==> src/rtl/core/gve_pkg.sv <==
// ----------------------------------------------------------------------------
// GPS velocity and heading estimator package
// Widths, sequencer states, control structs and the arctangent table.
// ----------------------------------------------------------------------------
package gve_pkg;

  localparam int RID_W     = 8;
  localparam int POS_W     = 40;
  localparam int DIF_W     = POS_W + 1;
  localparam int TIME_W    = 63;
  localparam int SPD_W     = 24;
  localparam int HDG_W     = 16;
  localparam int LIM_W     = 23;
  localparam int CFG_W     = 23;
  localparam int CFG_IDX_W = 1;

  localparam int SUM_W     = 82;
  localparam int ROOT_W    = SUM_W / 2;
  localparam int REM_W     = ROOT_W + 4;
  localparam int NUM_W     = 57;
  localparam int CW        = 45;
  localparam int ACC_W     = 32;
  localparam int CNT_W     = 6;

  localparam int SQ_STEPS     = POS_W;
  localparam int SQRT_STEPS   = ROOT_W;
  localparam int DIV_STEPS    = NUM_W;
  localparam int CORDIC_STEPS = 30;
  localparam int NORM_BIT     = 40;

  localparam logic [TIME_W-1:0] MIN_GAP = TIME_W'(10);
  localparam logic [15:0] SPEED_SCALE = 16'd62500;
  localparam logic signed [CW-1:0] NORM_HI = CW'(1) <<< NORM_BIT;
  localparam logic signed [SPD_W-1:0] SPD_MIN = {1'b1, {(SPD_W-1){1'b0}}};
  localparam logic [ACC_W-1:0] ACC_QUARTER  = 32'h4000_0000;
  localparam logic [ACC_W-1:0] ACC_NQUARTER = 32'hC000_0000;
  localparam logic [ACC_W-1:0] ACC_HALF_LSB = 32'h0000_8000;

  localparam logic [CFG_IDX_W-1:0] CFG_SEL_RX      = 1'b0;
  localparam logic [CFG_IDX_W-1:0] CFG_SPEED_LIMIT = 1'b1;

  typedef enum logic [3:0] {
    ST_IDLE, ST_SQ, ST_SQRT, ST_MUL, ST_DIV, ST_ROT, ST_NORM, ST_CORD, ST_DONE
  } state_t;

  typedef struct packed {
    state_t            state;
    logic [CNT_W-1:0]  cnt;
  } seq_ctrl_t;

  typedef struct packed {
    logic norm_done;
  } dp_stat_t;

  // atan(2^-i) in units of pi/2^31
  function automatic logic [ACC_W-1:0] arc_at(input logic [4:0] i);
    logic [ACC_W-1:0] a;
    case (i)
      5'd0:  a = 32'h20000000;
      5'd1:  a = 32'h12E4051E;
      5'd2:  a = 32'h09FB385B;
      5'd3:  a = 32'h051111D4;
      5'd4:  a = 32'h028B0D43;
      5'd5:  a = 32'h0145D7E1;
      5'd6:  a = 32'h00A2F61E;
      5'd7:  a = 32'h00517C55;
      5'd8:  a = 32'h0028BE53;
      5'd9:  a = 32'h00145F2F;
      5'd10: a = 32'h000A2F98;
      5'd11: a = 32'h000517CC;
      5'd12: a = 32'h00028BE6;
      5'd13: a = 32'h000145F3;
      5'd14: a = 32'h0000A2FA;
      5'd15: a = 32'h0000517D;
      5'd16: a = 32'h000028BE;
      5'd17: a = 32'h0000145F;
      5'd18: a = 32'h00000A30;
      5'd19: a = 32'h00000518;
      5'd20: a = 32'h0000028C;
      5'd21: a = 32'h00000146;
      5'd22: a = 32'h000000A3;
      5'd23: a = 32'h00000051;
      5'd24: a = 32'h00000029;
      5'd25: a = 32'h00000014;
      5'd26: a = 32'h0000000A;
      5'd27: a = 32'h00000005;
      5'd28: a = 32'h00000003;
      5'd29: a = 32'h00000001;
      default: a = '0;
    endcase
    return a;
  endfunction

endpackage

==> src/rtl/core/gve_in_if.sv <==
// ----------------------------------------------------------------------------
// GPS fix channel
// Valid/ready channel carrying one position fix per item.
// ----------------------------------------------------------------------------
interface gve_in_if;
  logic                                 valid;
  logic                                 ready;
  logic [gve_pkg::RID_W-1:0]            receiver_id;
  logic signed [gve_pkg::POS_W-1:0]     pos_x;
  logic signed [gve_pkg::POS_W-1:0]     pos_y;
  logic [gve_pkg::TIME_W-1:0]           fix_time;

  modport source(output valid, receiver_id, pos_x, pos_y, fix_time, input ready);
  modport sink(input valid, receiver_id, pos_x, pos_y, fix_time, output ready);
endinterface

==> src/rtl/core/gve_out_if.sv <==
// ----------------------------------------------------------------------------
// Velocity result channel
// Valid/ready channel carrying position, heading, speed and time per item.
// ----------------------------------------------------------------------------
interface gve_out_if;
  logic                                 valid;
  logic                                 ready;
  logic signed [gve_pkg::POS_W-1:0]     out_x;
  logic signed [gve_pkg::POS_W-1:0]     out_y;
  logic signed [gve_pkg::HDG_W-1:0]     heading;
  logic signed [gve_pkg::SPD_W-1:0]     speed;
  logic [gve_pkg::TIME_W-1:0]           out_time;

  modport source(output valid, out_x, out_y, heading, speed, out_time, input ready);
  modport sink(input valid, out_x, out_y, heading, speed, out_time, output ready);
endinterface

==> src/rtl/core/gps_velocity_heading_estimator_unit.sv <==
// ----------------------------------------------------------------------------
// GPS velocity and heading estimator
// Turns successive position fixes into speed and heading results.
// ----------------------------------------------------------------------------
// Usage: fixes enter on in_ch, one item per valid/ready handshake. Fixes from
// receivers other than the selected one are absorbed and give no result. The
// first fix from the selected receiver seeds the stored position and time and
// also gives no result. Every later fix gives one item on out_ch. A computed
// fix runs shift-add steps for the squared distance, the root digits, a
// multiply, the divide steps, a quadrant turn, the normalize shifts and the
// CORDIC steps, all on one shared datapath. A fix whose time gap is under
// 10 us skips the arithmetic and goes straight to its result. in_ch is not
// ready while a fix is in work. The result sits in an output register, so a
// stalled receiver holds the block only when the next result is finished and
// the register is full. The configuration port writes the selected receiver
// and the speed limit; write it only while the block is idle. Synchronous
// reset clears the sequencer, the seeded flag, the stored fix and the output
// valid, selects receiver 1 and sets the speed limit to zero.
// ----------------------------------------------------------------------------
module gps_velocity_heading_estimator_unit (
  input  logic                              clk,
  input  logic                              rst_n,
  gve_in_if.sink                            in_ch,
  gve_out_if.source                         out_ch,
  input  logic                              cfg_we,
  input  logic [gve_pkg::CFG_IDX_W-1:0]     cfg_index,
  input  logic [gve_pkg::CFG_W-1:0]         cfg_data
);

  logic [gve_pkg::RID_W-1:0]           sel_rx_r;
  logic [gve_pkg::LIM_W-1:0]           limit_r;
  logic                                seen_r;
  logic signed [gve_pkg::POS_W-1:0]    prev_x_r, prev_y_r, cur_x_r, cur_y_r;
  logic [gve_pkg::TIME_W-1:0]          prev_t_r, cur_t_r;
  logic signed [gve_pkg::SPD_W-1:0]    prev_spd_r;
  logic signed [gve_pkg::HDG_W-1:0]    prev_hdg_r;
  logic                                dt_pos_r, skip_r;
  logic                                out_valid_r;
  logic signed [gve_pkg::POS_W-1:0]    o_x_r, o_y_r;
  logic signed [gve_pkg::HDG_W-1:0]    o_hdg_r;
  logic signed [gve_pkg::SPD_W-1:0]    o_spd_r;
  logic [gve_pkg::TIME_W-1:0]          o_t_r;

  gve_pkg::seq_ctrl_t                  ctrl;
  gve_pkg::dp_stat_t                   stat;

  logic                                in_acc, mine, start, small_gap, out_free, commit;
  logic                                fix_ok, dt_neg;
  logic signed [gve_pkg::DIF_W-1:0]    dx, dy;
  logic [gve_pkg::TIME_W:0]            dt;
  logic [gve_pkg::TIME_W-1:0]          adt;
  logic [gve_pkg::NUM_W-1:0]           quot;
  logic signed [gve_pkg::HDG_W-1:0]    hdg;
  logic signed [gve_pkg::SPD_W-1:0]    spd_new;
  logic signed [gve_pkg::POS_W-1:0]    nx, ny;
  logic signed [gve_pkg::SPD_W-1:0]    nspd;
  logic signed [gve_pkg::HDG_W-1:0]    nhdg;

  assign in_ch.ready = (ctrl.state == gve_pkg::ST_IDLE);
  assign in_acc      = in_ch.valid && in_ch.ready;
  assign mine        = (in_ch.receiver_id == sel_rx_r);
  assign start       = in_acc && mine && seen_r;

  // Displacement and signed time gap against the stored fix, the last one kept.
  assign dx        = gve_pkg::DIF_W'(in_ch.pos_x) - gve_pkg::DIF_W'(prev_x_r);
  assign dy        = gve_pkg::DIF_W'(in_ch.pos_y) - gve_pkg::DIF_W'(prev_y_r);
  assign dt        = {1'b0, in_ch.fix_time} - {1'b0, prev_t_r};
  assign dt_neg    = dt[gve_pkg::TIME_W];
  assign adt       = dt_neg ? gve_pkg::TIME_W'(-dt) : gve_pkg::TIME_W'(dt);
  assign small_gap = (adt < gve_pkg::MIN_GAP);

  assign out_free = !out_valid_r || out_ch.ready;
  assign commit   = (ctrl.state == gve_pkg::ST_DONE) && out_free;

  gve_seq u_seq (
    .clk      (clk),
    .rst_n    (rst_n),
    .start    (start),
    .skip     (small_gap),
    .out_free (out_free),
    .stat     (stat),
    .ctrl     (ctrl)
  );

  gve_dp u_dp (
    .clk     (clk),
    .ctrl    (ctrl),
    .load    (start),
    .dx_in   (dx),
    .dy_in   (dy),
    .adt_in  (adt),
    .quot    (quot),
    .heading (hdg),
    .stat    (stat)
  );

  // A fix is rejected for a too small gap, or for a forward speed over the
  // limit; backward time never trips the limit and saturates when too large.
  assign fix_ok = !skip_r &&
                  !(dt_pos_r && (quot > gve_pkg::NUM_W'(limit_r)));

  always_comb begin
    if (dt_pos_r) begin
      spd_new = gve_pkg::SPD_W'(quot);
    end else if (quot >= gve_pkg::NUM_W'({1'b1, {(gve_pkg::SPD_W-1){1'b0}}})) begin
      spd_new = gve_pkg::SPD_MIN;
    end else begin
      spd_new = -gve_pkg::SPD_W'(quot);
    end
    nx   = fix_ok ? cur_x_r : prev_x_r;
    ny   = fix_ok ? cur_y_r : prev_y_r;
    nspd = fix_ok ? spd_new : prev_spd_r;
    nhdg = fix_ok ? hdg     : prev_hdg_r;
  end

  always_ff @(posedge clk) begin
    if (!rst_n) begin
      sel_rx_r    <= gve_pkg::RID_W'(1);
      limit_r     <= '0;
      seen_r      <= 1'b0;
      out_valid_r <= 1'b0;
      prev_x_r    <= '0;
      prev_y_r    <= '0;
      prev_t_r    <= '0;
      prev_spd_r  <= '0;
      prev_hdg_r  <= '0;
    end else begin
      if (cfg_we) begin
        case (cfg_index)
          gve_pkg::CFG_SEL_RX:      sel_rx_r <= cfg_data[gve_pkg::RID_W-1:0];
          gve_pkg::CFG_SPEED_LIMIT: limit_r  <= cfg_data[gve_pkg::LIM_W-1:0];
          default: begin
          end
        endcase
      end
      if (in_acc && mine && !seen_r) begin
        seen_r     <= 1'b1;
        prev_x_r   <= in_ch.pos_x;
        prev_y_r   <= in_ch.pos_y;
        prev_t_r   <= in_ch.fix_time;
        prev_spd_r <= '0;
        prev_hdg_r <= '0;
      end
      if (commit) begin
        out_valid_r <= 1'b1;
        if (fix_ok) begin
          prev_x_r   <= cur_x_r;
          prev_y_r   <= cur_y_r;
          prev_t_r   <= cur_t_r;
          prev_spd_r <= spd_new;
          prev_hdg_r <= hdg;
        end
      end else if (out_ch.ready) begin
        out_valid_r <= 1'b0;
      end
    end
  end

  // Payload registers: current fix and the result register.
  always_ff @(posedge clk) begin
    if (start) begin
      cur_x_r  <= in_ch.pos_x;
      cur_y_r  <= in_ch.pos_y;
      cur_t_r  <= in_ch.fix_time;
      dt_pos_r <= !dt_neg;
      skip_r   <= small_gap;
    end
    if (commit) begin
      o_x_r   <= nx;
      o_y_r   <= ny;
      o_hdg_r <= nhdg;
      o_spd_r <= nspd;
      o_t_r   <= cur_t_r;
    end
  end

  assign out_ch.valid    = out_valid_r;
  assign out_ch.out_x    = o_x_r;
  assign out_ch.out_y    = o_y_r;
  assign out_ch.heading  = o_hdg_r;
  assign out_ch.speed    = o_spd_r;
  assign out_ch.out_time = o_t_r;

`ifndef SYNTHESIS
  a_new_result_from_done: assert property (@(posedge clk) disable iff (!rst_n)
    $rose(out_valid_r) |-> $past(ctrl.state == gve_pkg::ST_DONE))
    else $error("result appeared without a finished fix");

  a_small_gap_skips: assert property (@(posedge clk) disable iff (!rst_n)
    (start && small_gap) |=> (ctrl.state == gve_pkg::ST_DONE))
    else $error("small time gap did not skip the arithmetic");

  a_foreign_fix_idle: assert property (@(posedge clk) disable iff (!rst_n)
    (in_acc && !mine) |=> (ctrl.state == gve_pkg::ST_IDLE) && $stable(prev_t_r))
    else $error("fix from another receiver changed state");

  a_squares_to_root: assert property (@(posedge clk) disable iff (!rst_n)
    (ctrl.state == gve_pkg::ST_SQ) &&
    (ctrl.cnt == gve_pkg::CNT_W'(gve_pkg::SQ_STEPS - 1))
    |=> (ctrl.state == gve_pkg::ST_SQRT))
    else $error("square phase did not hand over to root phase");
`endif

endmodule

==> src/rtl/core/gve_seq.sv <==
// ----------------------------------------------------------------------------
// GVE sequencer
// Steps the shared datapath: square, root, mul, div, turn, norm, CORDIC.
// ----------------------------------------------------------------------------
module gve_seq (
  input  logic                 clk,
  input  logic                 rst_n,
  input  logic                 start,
  input  logic                 skip,
  input  logic                 out_free,
  input  gve_pkg::dp_stat_t    stat,
  output gve_pkg::seq_ctrl_t   ctrl
);

  gve_pkg::state_t               state_r, state_nxt;
  logic [gve_pkg::CNT_W-1:0]     cnt_r, cnt_nxt;

  always_comb begin
    state_nxt = state_r;
    case (state_r)
      gve_pkg::ST_IDLE: begin
        if (start) state_nxt = skip ? gve_pkg::ST_DONE : gve_pkg::ST_SQ;
      end
      gve_pkg::ST_SQ: begin
        if (cnt_r == gve_pkg::CNT_W'(gve_pkg::SQ_STEPS - 1)) state_nxt = gve_pkg::ST_SQRT;
      end
      gve_pkg::ST_SQRT: begin
        if (cnt_r == gve_pkg::CNT_W'(gve_pkg::SQRT_STEPS - 1)) state_nxt = gve_pkg::ST_MUL;
      end
      gve_pkg::ST_MUL:  state_nxt = gve_pkg::ST_DIV;
      gve_pkg::ST_DIV: begin
        if (cnt_r == gve_pkg::CNT_W'(gve_pkg::DIV_STEPS - 1)) state_nxt = gve_pkg::ST_ROT;
      end
      gve_pkg::ST_ROT:  state_nxt = gve_pkg::ST_NORM;
      gve_pkg::ST_NORM: begin
        if (stat.norm_done) state_nxt = gve_pkg::ST_CORD;
      end
      gve_pkg::ST_CORD: begin
        if (cnt_r == gve_pkg::CNT_W'(gve_pkg::CORDIC_STEPS - 1)) state_nxt = gve_pkg::ST_DONE;
      end
      gve_pkg::ST_DONE: begin
        if (out_free) state_nxt = gve_pkg::ST_IDLE;
      end
      default: state_nxt = gve_pkg::ST_IDLE;
    endcase
  end

  always_comb begin
    cnt_nxt = (state_nxt != state_r) ? '0 : cnt_r + 1'b1;
  end

  always_comb begin
    ctrl.state = state_r;
    ctrl.cnt   = cnt_r;
  end

  always_ff @(posedge clk) begin
    if (!rst_n) begin
      state_r <= gve_pkg::ST_IDLE;
      cnt_r   <= '0;
    end else begin
      state_r <= state_nxt;
      cnt_r   <= cnt_nxt;
    end
  end

endmodule

==> src/rtl/core/gve_dp.sv <==
// ----------------------------------------------------------------------------
// GVE datapath
// Shift-add squares, digit-by-digit root, restoring divide and CORDIC atan2.
// ----------------------------------------------------------------------------
module gve_dp (
  input  logic                                clk,
  input  gve_pkg::seq_ctrl_t                  ctrl,
  input  logic                                load,
  input  logic signed [gve_pkg::DIF_W-1:0]    dx_in,
  input  logic signed [gve_pkg::DIF_W-1:0]    dy_in,
  input  logic [gve_pkg::TIME_W-1:0]          adt_in,
  output logic [gve_pkg::NUM_W-1:0]           quot,
  output logic signed [gve_pkg::HDG_W-1:0]    heading,
  output gve_pkg::dp_stat_t                   stat
);

  logic signed [gve_pkg::DIF_W-1:0]  dx_r, dx_nxt, dy_r, dy_nxt;
  logic [gve_pkg::TIME_W-1:0]        adt_r, adt_nxt;
  logic [gve_pkg::POS_W-1:0]         ax_r, ax_nxt, ay_r, ay_nxt;
  logic [gve_pkg::SUM_W-1:0]         mx_r, mx_nxt, my_r, my_nxt, sum_r, sum_nxt;
  logic [gve_pkg::ROOT_W-1:0]        root_r, root_nxt;
  logic [gve_pkg::REM_W-1:0]         rem_r, rem_nxt, rem_sh, trial;
  logic [gve_pkg::NUM_W-1:0]         num_r, num_nxt, q_r, q_nxt;
  logic [gve_pkg::TIME_W-1:0]        drem_r, drem_nxt;
  logic [gve_pkg::TIME_W:0]          dsh;
  logic signed [gve_pkg::CW-1:0]     cx_r, cx_nxt, cy_r, cy_nxt, xs, ys;
  logic [gve_pkg::ACC_W-1:0]         acc_r, acc_nxt, acc_rnd;
  logic                              zero_r, zero_nxt;
  logic                              norm_done;

  assign norm_done = zero_r || (cx_r >= gve_pkg::NORM_HI) || (cy_r >= gve_pkg::NORM_HI) ||
                     (cy_r <= -gve_pkg::NORM_HI);
  assign rem_sh  = {rem_r[gve_pkg::REM_W-3:0], sum_r[gve_pkg::SUM_W-1 -: 2]};
  assign trial   = gve_pkg::REM_W'({root_r, 2'b01});
  assign dsh     = {drem_r, num_r[gve_pkg::NUM_W-1]};
  assign xs      = cx_r >>> ctrl.cnt[4:0];
  assign ys      = cy_r >>> ctrl.cnt[4:0];
  assign acc_rnd = acc_r + gve_pkg::ACC_HALF_LSB;

  always_comb begin
    dx_nxt = dx_r;   dy_nxt = dy_r;   adt_nxt = adt_r;
    ax_nxt = ax_r;   ay_nxt = ay_r;   mx_nxt = mx_r;  my_nxt = my_r;
    sum_nxt = sum_r; root_nxt = root_r; rem_nxt = rem_r;
    num_nxt = num_r; q_nxt = q_r;     drem_nxt = drem_r;
    cx_nxt = cx_r;   cy_nxt = cy_r;   acc_nxt = acc_r; zero_nxt = zero_r;
    if (load) begin
      dx_nxt   = dx_in;
      dy_nxt   = dy_in;
      adt_nxt  = adt_in;
      ax_nxt   = dx_in[gve_pkg::DIF_W-1] ? gve_pkg::POS_W'(-dx_in) : gve_pkg::POS_W'(dx_in);
      ay_nxt   = dy_in[gve_pkg::DIF_W-1] ? gve_pkg::POS_W'(-dy_in) : gve_pkg::POS_W'(dy_in);
      mx_nxt   = gve_pkg::SUM_W'(ax_nxt);
      my_nxt   = gve_pkg::SUM_W'(ay_nxt);
      sum_nxt  = '0;
      root_nxt = '0;
      rem_nxt  = '0;
      q_nxt    = '0;
      drem_nxt = '0;
    end else begin
      case (ctrl.state)
        gve_pkg::ST_SQ: begin
          sum_nxt = sum_r + (ax_r[0] ? mx_r : '0) + (ay_r[0] ? my_r : '0);
          ax_nxt  = ax_r >> 1;
          ay_nxt  = ay_r >> 1;
          mx_nxt  = mx_r << 1;
          my_nxt  = my_r << 1;
        end
        gve_pkg::ST_SQRT: begin
          sum_nxt = sum_r << 2;
          if (rem_sh >= trial) begin
            rem_nxt  = rem_sh - trial;
            root_nxt = {root_r[gve_pkg::ROOT_W-2:0], 1'b1};
          end else begin
            rem_nxt  = rem_sh;
            root_nxt = {root_r[gve_pkg::ROOT_W-2:0], 1'b0};
          end
        end
        gve_pkg::ST_MUL: begin
          num_nxt = gve_pkg::NUM_W'(root_r) * gve_pkg::NUM_W'(gve_pkg::SPEED_SCALE);
        end
        gve_pkg::ST_DIV: begin
          num_nxt = num_r << 1;
          if (dsh >= {1'b0, adt_r}) begin
            drem_nxt = gve_pkg::TIME_W'(dsh - {1'b0, adt_r});
            q_nxt    = {q_r[gve_pkg::NUM_W-2:0], 1'b1};
          end else begin
            drem_nxt = gve_pkg::TIME_W'(dsh);
            q_nxt    = {q_r[gve_pkg::NUM_W-2:0], 1'b0};
          end
        end
        gve_pkg::ST_ROT: begin
          zero_nxt = (dx_r == '0) && (dy_r == '0);
          if (dx_r < 0) begin
            if (dy_r >= 0) begin
              cx_nxt  = gve_pkg::CW'(dy_r);
              cy_nxt  = -gve_pkg::CW'(dx_r);
              acc_nxt = gve_pkg::ACC_QUARTER;
            end else begin
              cx_nxt  = -gve_pkg::CW'(dy_r);
              cy_nxt  = gve_pkg::CW'(dx_r);
              acc_nxt = gve_pkg::ACC_NQUARTER;
            end
          end else begin
            cx_nxt  = gve_pkg::CW'(dx_r);
            cy_nxt  = gve_pkg::CW'(dy_r);
            acc_nxt = '0;
          end
        end
        gve_pkg::ST_NORM: begin
          if (!norm_done) begin
            cx_nxt = cx_r <<< 1;
            cy_nxt = cy_r <<< 1;
          end
        end
        gve_pkg::ST_CORD: begin
          if (cy_r > 0) begin
            cx_nxt  = cx_r + ys;
            cy_nxt  = cy_r - xs;
            acc_nxt = acc_r + gve_pkg::arc_at(ctrl.cnt[4:0]);
          end else begin
            cx_nxt  = cx_r - ys;
            cy_nxt  = cy_r + xs;
            acc_nxt = acc_r - gve_pkg::arc_at(ctrl.cnt[4:0]);
          end
        end
        default: begin
        end
      endcase
    end
  end

  always_ff @(posedge clk) begin
    dx_r <= dx_nxt;   dy_r <= dy_nxt;   adt_r <= adt_nxt;
    ax_r <= ax_nxt;   ay_r <= ay_nxt;   mx_r <= mx_nxt;  my_r <= my_nxt;
    sum_r <= sum_nxt; root_r <= root_nxt; rem_r <= rem_nxt;
    num_r <= num_nxt; q_r <= q_nxt;     drem_r <= drem_nxt;
    cx_r <= cx_nxt;   cy_r <= cy_nxt;   acc_r <= acc_nxt; zero_r <= zero_nxt;
  end

  assign quot           = q_r;
  assign heading        = zero_r ? '0 : acc_rnd[gve_pkg::ACC_W-1 -: gve_pkg::HDG_W];
  assign stat.norm_done = norm_done;

endmodule

==> src/flat_wrapper.sv <==
// flat-port wrapper written by rule: the top's interface ports become plain ports
module gps_velocity_heading_estimator_unit_flat 
  (clk, rst_n, cfg_we, cfg_index, cfg_data, in_ch_valid, in_ch_receiver_id, in_ch_pos_x, in_ch_pos_y, in_ch_fix_time, in_ch_ready, out_ch_valid, out_ch_out_x, out_ch_out_y, out_ch_heading, out_ch_speed, out_ch_out_time, out_ch_ready);
  gve_in_if in_ch_i ();
  gve_out_if out_ch_i ();
  input  logic clk;
  input  logic rst_n;
  input  logic cfg_we;
  input  logic [gve_pkg::CFG_IDX_W-1:0] cfg_index;
  input  logic [gve_pkg::CFG_W-1:0] cfg_data;
  input wire logic [$bits(in_ch_i.valid)-1:0] in_ch_valid;
  input wire logic [$bits(in_ch_i.receiver_id)-1:0] in_ch_receiver_id;
  input wire logic [$bits(in_ch_i.pos_x)-1:0] in_ch_pos_x;
  input wire logic [$bits(in_ch_i.pos_y)-1:0] in_ch_pos_y;
  input wire logic [$bits(in_ch_i.fix_time)-1:0] in_ch_fix_time;
  output wire logic [$bits(in_ch_i.ready)-1:0] in_ch_ready;
  output wire logic [$bits(out_ch_i.valid)-1:0] out_ch_valid;
  output wire logic [$bits(out_ch_i.out_x)-1:0] out_ch_out_x;
  output wire logic [$bits(out_ch_i.out_y)-1:0] out_ch_out_y;
  output wire logic [$bits(out_ch_i.heading)-1:0] out_ch_heading;
  output wire logic [$bits(out_ch_i.speed)-1:0] out_ch_speed;
  output wire logic [$bits(out_ch_i.out_time)-1:0] out_ch_out_time;
  input wire logic [$bits(out_ch_i.ready)-1:0] out_ch_ready;
  assign in_ch_i.valid = in_ch_valid;
  assign in_ch_i.receiver_id = in_ch_receiver_id;
  assign in_ch_i.pos_x = in_ch_pos_x;
  assign in_ch_i.pos_y = in_ch_pos_y;
  assign in_ch_i.fix_time = in_ch_fix_time;
  assign in_ch_ready = in_ch_i.ready;
  assign out_ch_valid = out_ch_i.valid;
  assign out_ch_out_x = out_ch_i.out_x;
  assign out_ch_out_y = out_ch_i.out_y;
  assign out_ch_heading = out_ch_i.heading;
  assign out_ch_speed = out_ch_i.speed;
  assign out_ch_out_time = out_ch_i.out_time;
  assign out_ch_i.ready = out_ch_ready;
  gps_velocity_heading_estimator_unit u_core (.clk(clk), .rst_n(rst_n), .in_ch(in_ch_i), .out_ch(out_ch_i), .cfg_we(cfg_we), .cfg_index(cfg_index), .cfg_data(cfg_data));
endmodule
==> config.mk <==
export PLATFORM = sky130hd
export DESIGN_NAME = gps_velocity_heading_estimator_unit_flat
export DESIGN_NICKNAME = d
export VERILOG_FILES = /design/src/rtl/core/gve_pkg.sv /design/src/rtl/core/gve_in_if.sv /design/src/rtl/core/gve_out_if.sv /design/src/rtl/core/gps_velocity_heading_estimator_unit.sv /design/src/rtl/core/gve_seq.sv /design/src/rtl/core/gve_dp.sv /design/src/flat_wrapper.sv
export SDC_FILE = /design/constraint.sdc
export NUM_CORES = 2
export LEC_CHECK = 0
export BUFFER_PORTS_ARGS = -buffer_cell sky130_fd_sc_hd__buf_2
export CAP_MARGIN = 20
export CELL_PAD_IN_SITES_DETAIL_PLACEMENT = 2
export CELL_PAD_IN_SITES_GLOBAL_PLACEMENT = 2
export CORE_MARGIN = 1
export CORE_UTILIZATION = 40
export DETAILED_ROUTE_END_ITERATION = 16
export PLACE_DENSITY = 0.81
export SETUP_SLACK_MARGIN = 0.05
export SYNTH_ARGS = -nofsm -noshare
export SYNTH_HDL_FRONTEND = slang
export SYNTH_HIERARCHICAL = 1
export SYNTH_SLANG_ARGS = --single-unit
==> constraint.sdc <==
create_clock -name clk -period 16.1 [get_ports clk]
set_input_delay 0.805 -clock clk [delete_from_list [all_inputs] [get_ports clk]]
set_output_delay 0.805 -clock clk [all_outputs]
set_load 0.005 [all_outputs]
==> impl_summary.md <==
Synth
The post-synthesis cell area is 0.108 sq mm. The share of flip-flops with an asynchronous set or reset after synthesis is 0. The total nets after synthesis is 13,400.

The most used flip-flop cell after synthesis is sky130_fd_sc_hd__edfxtp_1. The number of library cell types mapped by synthesis is 121. The average cell area after synthesis is 8.82 sq um. Yosys attributes the largest share of cell area to sky130_fd_sc_hd__edfxtp_1, sky130_fd_sc_hd__dfxtp_1, sky130_fd_sc_hd__ha_1, sky130_fd_sc_hd__nand2_1, sky130_fd_sc_hd__fa_1. Of the post-synthesis cell area, the dominant cell type holds 0.225. The biggest area consumer among synthesized cells is sky130_fd_sc_hd__edfxtp_1.

After synthesis the netlist holds a flip-flop and latch count of 1,407. The Yosys step of the flow raised 6 warnings. The most repeated cell in the gate-level netlist after synthesis is sky130_fd_sc_hd__nand2_1. The synthesized instance count is 12,300.

The sequential share of the synthesized area is 0.335. Ranked by instance count, the synthesized netlist is headed by sky130_fd_sc_hd__nand2_1, sky130_fd_sc_hd__a21oi_1, sky130_fd_sc_hd__edfxtp_1. Yosys mapped a number of flops with a built-in enable equal to 811.

Route
The final routed wirelength across all metal layers is 463,000 um. The routed layout has slightly below 100k vias. The remaining number of nets flagged by the antenna check after routing is 0.

The final routed DRC violation total is 0. The detailed-route vias per instance is ~6.2. The average detailed-routed wire length per instance is 29.0 um. The first detailed-routing pass ran for 6 iterations. The detailed router finished its first iteration with between 6,000 and 7,000 violations.

STA
The clock period minus final worst setup slack is 8.64 ns. The count of final max-slew check failures is 0. The share of the clock period used by the worst path after layout is 0.536.

Setup violations remaining at the end of the flow were counted as 0. The maximum operating frequency is 0.116 GHz. The largest clock skew in the final design is 0.159 ns.

The final hold violation count was 0. Setup repair after global routing left no endpoint under its margin. Headroom to the max-slew limit came out at 0.197. The final setup TNS is 0 ns. The transition at the pin with the smallest max-transition slack is 1.20 ns.

Hold timing on the final database bottoms out at a slack of 0.0459 ns.

Clock tree
The count of instances resized after the clock tree is built is 0. The clock slew at the register clock pins of the worst setup and hold paths is 0.06 ns. The hold buffer count at CTS is 0.

The clock root buffer is sky130_fd_sc_hd__clkbuf_16. No sink is reached through more buffers than the 4 on the longest clock path. Clock tree synthesis found a total of 1,407 sinks. The number of H-tree levels is 4.

The number of clock buffers added by TritonCTS is 177. TritonCTS built the clock tree. The buffers inserted during post-CTS setup optimization is 0. The clock reaches the later pin of the worst-skew pair after 0.98 ns.

Cells and area
The fraction of layout instances using a drive strength above 1 is 0.0861. Counting the fill cells in the layout gives about 29,000. The cell area after layout is ~0.12 sq mm. After the last flow step, the layout net total stands at 13,400. The area growth from synthesis to layout is 10.0%. For this run, the share of the core covered by cells in the final layout is 0.444.

Power and ir drop
The share of total power dissipated in the clock network is 0.151. The power per standard cell area is 235 mW/mm^2. The share of total power dissipated in sequential elements is 0.179. Across the VDD grid, the largest voltage drop is 609 uV. The relative contribution of combinational cells to total power is 0.670. The internal portion of the total power is around 15 mW. The switching component of the power is 13.2 mW. The static leakage is 47.9 nW.

Of the total power, the share spent switching nets is 0.473.

Die
The total die area is 0.273 sq mm. The starting density of the core is 0.403. The core region is 0.268 sq mm.

The count of standard-cell rows is 190. The floorplan step set the die height to 522 um. In this run the horizontal extent of the chip is between 500 and 600 um. During I/O placement, the number of pins put on the boundary was 365.

Worst setup path
The data arrival time of the worst path is between 9 and 10 ns. Walking the worst path, the cells encountered are nor4_1 > nand4_1 > nor3_1 > nand2_1 > nand2_2 > buf_4 > nor2_1 > a21oi_1 > inv_1 > ha_1 > nor2b_1 > o31a_1 > o311ai_0 > o21ai_0 > o21ai_0 > o21ai_0 > a2111oi_0 > o21ai_0 > xnor2_1 > mux2i_1 > nor2_1. The worst path required time is around 17 ns. Tracing the worst setup path back leads to its startpoint at u_core/u_dp/cy_r[6].

The most critical setup path has its endpoint at u_core/u_dp/cx_r[43]. The maximum cell stage delay along the critical path is about 0.79 ns. Across all register-to-register paths, the minimum setup slack is between 7 and 8 ns.

The startpoint class of the critical path is a register. The cell that appears most often on the critical path is sky130_fd_sc_hd__o21ai_0. The worst register-to-register path begins at u_core/u_dp/cy_r[6]. The capture point of the worst reg-to-reg path is u_core/u_dp/cx_r[43]. Of all nets on the critical path, the largest fanout is 29. The kind of capture point of the worst setup path is a register.

The worst reg-to-reg path cell count is 21. The setup path with the least slack is of type reg2reg. The master of the slowest instance on the critical path is sky130_fd_sc_hd__nor4_1.

Placed design
The half-perimeter wire length of the detailed placement result is 346,000 um. The number of buffer cells added on primary ports is approximately 360. The routability congestion estimate from global placement is 0.983.

The placed instance area is 0.113 sq mm.

Hold path
The kind of path behind the tightest hold check is in2reg.

Global route
Entering global routing, the biggest net connects 175 pins. In the global route stage, overall resource usage came out at 0.330. The first global-routing pass estimated 692,000 um of wire. The remaining global-route overflow is 0.

The number of global-route vias before repair came to 108,000. The initial antenna violation count is 52.

Run status
The flow ran to the end, and the final reports show no timing, DRC or antenna violations.

Run
The tool flagged a number of max-cap violations equal to 0.
==> layout make-up <==
cell class | instances | area, sq um | area share
Antenna cell | 15 | 37.5 | 0.000315
Timing Repair Buffer | 510 | 2980 | 0.0250
Clock buffer | 227 | 4790 | 0.0403
Tap cell | 3552 | 4440 | 0.0373
Multi-Input combinational cell | 9498 | 66700 | 0.560
Sequential cell | 1407 | 36300 | 0.305
Inverter | 682 | 2560 | 0.0215
Clock inverter | 101 | 1200 | 0.0101
==> registers in the layout, summed over array words and instances (netlist names), 63 cells and up <==
name                    count
u_core/u_dp/mx_r           82
u_core/u_dp/my_r           82
u_core/u_dp/sum_r          82
u_core/cur_t_r             63
u_core/out_ch.out_time     63
u_core/prev_t_r            63
u_core/u_dp/adt_r          63
u_core/u_dp/drem_r         63
==> critical path, delay by kind of cell, from the launching register on <==
kind                     cells  cell delay, ns
flip-flops                   1            0.50
multiplexers                 1            0.14
buffers and inverters        2            0.56
AND/OR/NAND/NOR              8            2.84
XOR/XNOR                     1            0.17
AO/OA/AOI/OAI                8            3.75
adder cells (fa/ha/maj)      1            0.28
==> worst min-delay path by stage <==
| stage | startpoint | to | slack, ns | depth (start not counted) |
|---|---|---|---|---|
| final | in_ch_pos_x[16] | u_core/cur_x_r[16] | 0.05 | 1 |
| after global routing | in_ch_pos_x[15] | u_core/cur_x_r[15] | 0.05 | 1 |
| after CTS | in_ch_pos_x[16] | u_core/cur_x_r[16] | 0.02 | 1 |
| after detailed placement | u_core/cur_t_r[36] | u_core/out_ch.out_time[36] | 0.45 | 0 |
| after global placement | u_core/cur_t_r[12] | u_core/out_ch.out_time[12] | 0.44 | 0 |
| after floorplan | u_core/cur_t_r[0] | u_core/out_ch.out_time[0] | 0.43 | 0 |
==> placed cells by master (no fill, tap or decap), types with 79 or more instances in the layout <==
cell type / netlist / routed
sky130_fd_sc_hd__a211oi_1: 95 / 94
sky130_fd_sc_hd__a21boi_0: 79 / 79
sky130_fd_sc_hd__a21o_1: 290 / 290
sky130_fd_sc_hd__a21oi_1: 1061 / 1060
sky130_fd_sc_hd__a22oi_1: 118 / 118
sky130_fd_sc_hd__a31oi_1: 95 / 95
sky130_fd_sc_hd__and2_1: 232 / 229
sky130_fd_sc_hd__and3_1: 110 / 108
sky130_fd_sc_hd__buf_2: 39 / 363
sky130_fd_sc_hd__buf_4: 12 / 138
sky130_fd_sc_hd__clkbuf_16: 0 / 181
sky130_fd_sc_hd__dfxtp_1: 596 / 590
sky130_fd_sc_hd__edfxtp_1: 811 / 811
sky130_fd_sc_hd__fa_1: 269 / 269
sky130_fd_sc_hd__ha_1: 668 / 668
sky130_fd_sc_hd__inv_1: 677 / 675
sky130_fd_sc_hd__mux2i_1: 224 / 224
sky130_fd_sc_hd__mux4_2: 83 / 83
sky130_fd_sc_hd__nand2_1: 1691 / 1685
sky130_fd_sc_hd__nand2b_1: 83 / 83
sky130_fd_sc_hd__nand3_1: 363 / 361
sky130_fd_sc_hd__nand4_1: 103 / 103
sky130_fd_sc_hd__nor2_1: 639 / 636
sky130_fd_sc_hd__nor2b_1: 99 / 98
sky130_fd_sc_hd__nor3_1: 177 / 173
sky130_fd_sc_hd__o211a_1: 154 / 154
sky130_fd_sc_hd__o211ai_1: 119 / 119
sky130_fd_sc_hd__o21a_1: 225 / 225
sky130_fd_sc_hd__o21ai_0: 699 / 699
sky130_fd_sc_hd__o21bai_1: 85 / 85
sky130_fd_sc_hd__o31ai_1: 105 / 105
sky130_fd_sc_hd__or3_1: 100 / 100
sky130_fd_sc_hd__xnor2_1: 422 / 421
sky130_fd_sc_hd__xor2_1: 307 / 307
==> power groups by stage <==
| stage | Sequential (mW) | Clock [mW] | Combinational (mW) |
|---|---|---|---|
| 3_5_place_dp | 5.08 | 0 | 18.4 |
| 5_1_grt | 5.03 | 4.43 | 20.7 |
| 3_3_place_gp | 5.06 | 0 | 17.1 |
| 4_1_cts | 5.00 | 4.32 | 18.8 |
| 6_report | 5.01 | 4.23 | 18.8 |
| 2_1_floorplan | 4.98 | 0 | 13.5 |
==> routing by layer <==
metal  GRT usage  routed length [um]  part of all wire
met4       0.185               28500             0.062
met2       0.563              223000              0.48
met1       0.401              189000              0.41
met5           0                 241           0.00052
met3      0.0425               22100             0.048
==> per-stage QoR <==
| step | std cells | setup WS, ns | total power [mW] |
|---|---|---|---|
| 2_1_floorplan | 12300 | 3.09 | 18.5 |
| 6_report | 16000 | 7.46 | 28.0 |
| 5_1_grt | 16000 | 7.10 | 30.2 |
| 3_3_place_gp | 15600 | 7.06 | 22.2 |
| 3_5_place_dp | 15600 | 7.05 | 23.5 |
| 4_1_cts | 16000 | 7.44 | 28.1 |
==> cells by family after synthesis <==
group	Yosys count	synth area share
adder cells (fa/ha/maj)	937	0.127
multiplexers	371	0.0451
flip-flops	1407	0.335
XOR/XNOR	730	0.0592
AO/OA/AOI/OAI	3584	0.216
buffers and inverters	1359	0.0498
AND/OR/NAND/NOR	3876	0.167
Power figures use the tool's default switching activity.
